==> src/assert_macros.svh <==
// Assertion macros shared by the integrator RTL.
// Users must have clk_i and rst_ni in scope.
`ifndef ASSERT_MACROS_SVH
`define ASSERT_MACROS_SVH

// Checked on every rising edge outside reset.
`define AB4_ASSERT(lbl, prop, msg) \
  lbl: assert property (@(posedge clk_i) disable iff (!rst_ni) (prop)) else $error(msg);

// Checked on every rising edge, reset included.
`define AB4_ASSERT_ALWAYS(lbl, prop, msg) \
  lbl: assert property (@(posedge clk_i) (prop)) else $error(msg);

`endif

==> src/ab4_ram.sv <==
// Generic single-write, single-read RAM with registered read data.
// No dependencies.
module ab4_ram #(
  parameter int unsigned Width = 32,
  parameter int unsigned Depth = 16
) (
  input  logic                     clk_i,
  input  logic                     we_i,
  input  logic [$clog2(Depth)-1:0] waddr_i,
  input  logic [Width-1:0]         wdata_i,
  input  logic                     re_i,
  input  logic [$clog2(Depth)-1:0] raddr_i,
  output logic [Width-1:0]         rdata_o
);

  logic [Width-1:0] mem_q [Depth];
  logic [Width-1:0] rdata_q;

  always_ff @(posedge clk_i) begin
    if (we_i) begin
      mem_q[waddr_i] <= wdata_i;
    end
    if (re_i) begin
      rdata_q <= mem_q[raddr_i];
    end
  end

  assign rdata_o = rdata_q;

endmodule

==> config.mk <==
export PLATFORM = sky130hd
export DESIGN_NAME = ab4_ram
export DESIGN_NICKNAME = d
export VERILOG_FILES = /design/src/assert_macros.svh /design/src/ab4_ram.sv
export SDC_FILE = /design/constraint.sdc
export NUM_CORES = 1
export LEC_CHECK = 0
export BUFFER_PORTS_ARGS = -buffer_cell sky130_fd_sc_hd__buf_2
export CAP_MARGIN = 20
export CORE_UTILIZATION = 40
export CTS_CLUSTER_DIAMETER = 100
export CTS_CLUSTER_SIZE = 16
export DETAILED_ROUTE_END_ITERATION = 10
export HOLD_SLACK_MARGIN = 0.1
export PLACE_DENSITY = 0.55
export RECOVER_POWER = 25
export SLEW_MARGIN = 20
export SYNTH_ARGS = -nofsm -noshare
export SYNTH_HDL_FRONTEND = slang
export SYNTH_SLANG_ARGS = --single-unit
==> constraint.sdc <==
create_clock -name clk_i -period 3.6 [get_ports clk_i]
set_input_delay 0.36 -clock clk_i [delete_from_list [all_inputs] [get_ports clk_i]]
set_output_delay 0.36 -clock clk_i [all_outputs]
set_load 0.05 [all_outputs]
==> impl_metrics.json <==
{
  "final_area_mm2": 0.0227,
  "cts-hold-fix-buffers": 0,
  "power.density_mw_per_mm2": 524,
  "critPathKind": "primary input to flip-flop",
  "antenna_found_initial": 2,
  "synth_cell_types": 17,
  "critical_path_arrival_ps": 2170,
  "dp_slack_ps": 1100,
  "fill_cells": 4098,
  "core_area_mm2": 0.0494,
  "ctsResizeCount": 0,
  "synthTopCellsByArea": "edfxtp_1 (81%), mux4_2 (14%), a22oi_1 (2.4%), nand2_1 (0.61%), buf_4 (0.41%)",
  "ys_seq_area_frac": 0.810,
  "area_growth_pct": 12.4,
  "drt_iter0_drc": 849,
  "die_area_mm2": 0.0513,
  "synth_nets": 881,
  "die_x_um": 227,
  "crit_required_ps": 3910,
  "synth_top_area_cell": "edfxtp_1",
  "drc_errors": 0,
  "setup_tns_ps": 0,
  "min_period_ps": 1860,
  "synth_top_area_frac": 0.810,
  "clock_skew_ps": 13.3,
  "syn_area_mm2": 0.0202,
  "synth-seq-cells": 544,
  "rows": 81,
  "die_h_um": 227,
  "wl_per_cell_um": 27.3,
  "cts_root_buffer": "clkbuf_16",
  "hold_path.class": "primary input to flip-flop",
  "instances_no_fill": 1612,
  "finalSetupViolations": 0,
  "crit_fanout": 36,
  "max_slew_margin": 0.374,
  "grt_overflow": 0,
  "leakagePower_nw": 7.04,
  "fmax_ghz": 0.536,
  "detailed_place_hpwl_um": 23500,
  "htreeDepth": 2,
  "via_per_inst": 5.53,
  "yosys_warnings": 0,
  "grt_setup_unrepaired": "false",
  "avgSynthCellArea_um2": 24.1,
  "post-cts-setup-buffers": 0,
  "vias": 8922,
  "clock_latency_ps": 560,
  "cp-start-kind": "primary input",
  "placed_area_mm2": 0.0217,
  "tightest_slew_ps": 939,
  "cts.path.max_buffers": 3,
  "whs_ps": 186,
  "drt_first_pass_iters": 5,
  "port_buffers": 74,
  "finalNetCount": 990,
  "max-cap-violations": 0,
  "numCtsBuffers": 39,
  "gp_congestion": 0.688,
  "cts_tree": "built",
  "grt_usage": 0.180,
  "worstSetupEndpointType": "flip-flop",
  "dpl.cell_count": 1570,
  "grt_pass1_vias": 9376,
  "ir_drop_uv": 282,
  "hold_violations": 0,
  "drt-total-wl_um": 44000,
  "io_pins": 75,
  "grt_first_pass_wirelength_um": 65300,
  "fin_crit_sh": 0.518,
  "status": "finished, final reports clean",
  "clkTransAtPathRegs_ps": 70,
  "synth_cells": 838,
  "initial_core_util": 0.409,
  "grt_max_degree": 48,
  "drive_gt1_frac": 0.296,
  "cts_num_sinks": 544,
  "maxSlewViolCount": 0,
  "worst_slack_ps": 1740,
  "ant_nets": 0
}
-- layout make-up --
| class | count | area (µm²) | area share |
|---|---|---|---|
| sequential | 544 | 16300 | 0.720 |
| clock buffer | 41 | 1030 | 0.0452 |
| multi-input combinational | 251 | 3750 | 0.165 |
| tap | 664 | 831 | 0.0366 |
| antenna | 1 | 2.50 | 0.000110 |
| timing repair buffer | 111 | 737 | 0.0325 |
-- placed cells by master, fill, tap and decap left out --
cell type / count
edfxtp_1: 544
mux4_2: 128
a22oi_1: 64
buf_2: 51
clkbuf_16: 41
nand2_1: 33
buf_4: 29
clkbuf_1: 21
nor2_4: 13
buf_12: 8
nor3_2: 4
nor2b_4: 2
nand3b_1: 2
nand2b_1: 2
diode_2: 1
and2_2: 1
nand3_1: 1
or3b_2: 1
clkbuf_8: 1
buf_6: 1
-- flip-flops by register name, indices dropped and copies added, names as in the netlist --
name / cells
rdata_o: 32
mem_q: 512
-- per-layer routing --
layer,up-vias,share of wire,GRT usage
li1,3783,-,-
met1,4822,0.44,0.252
met2,260,0.49,0.296
met3,55,0.052,0.0259
met4,2,0.018,0.0488
met5,-,0.00025,0
-- kinds of logic after synthesis --
family	synth area share
and+or+nand+nor	0.0125
DFF	0.810
AOI/OAI and AO/OA	0.0238
buffers and inverters	0.0110
muxes	0.143
-- synthesized netlist by cell type --
library cell,instances
nor2_1,13
nand2b_1,2
buf_2,4
nand3_1,1
a22oi_1,64
or3b_2,1
edfxtp_1,544
nor3_1,4
clkbuf_1,17
nor2b_1,2
and2_1,1
mux4_2,128
buf_6,2
buf_4,11
buf_1,9
nand3b_1,2
nand2_1,33
-- worst max-delay path, cell delays in order --
cell and delay [ps]:
clkbuf_8 400, buf_4 490, mux4_2 560, a22oi_1 220
nand2_1 80
-- stage by stage --
step	utilization	power, W
final	0.460	0.0119
after global routing	0.460	0.0123
after CTS	0.460	0.0120
after detailed placement	0.439	0.00805
after global placement	0.439	0.00804
after floorplan	-	0.00775
-- where the power goes --
| group | leakage, nW | internal (W) | switching (W) |
|---|---|---|---|
| clock | 0.505 | 0.00201 | 0.00198 |
| sequential | 4.94 | 0.00713 | 0.0000389 |
| combinational | 1.59 | 0.000250 | 0.000468 |
| total | 7.04 | 0.00939 | 0.00249 |
-- final timing paths --
| check | startpoint | end | slack [ps] | cells past startpoint |
|---|---|---|---|---|
| hold reg to reg | mem_q[14][28] | rdata_o[28] | 740 | 3 |
| setup / recovery | raddr_i[0] | rdata_o[7] | 1740 | 5 |
| setup reg to reg | mem_q[11][13] | rdata_o[13] | 2130 | 3 |
| hold / removal | wdata_i[30] | mem_q[11][30] | 190 | 1 |
Power figures use the tool's default switching activity.
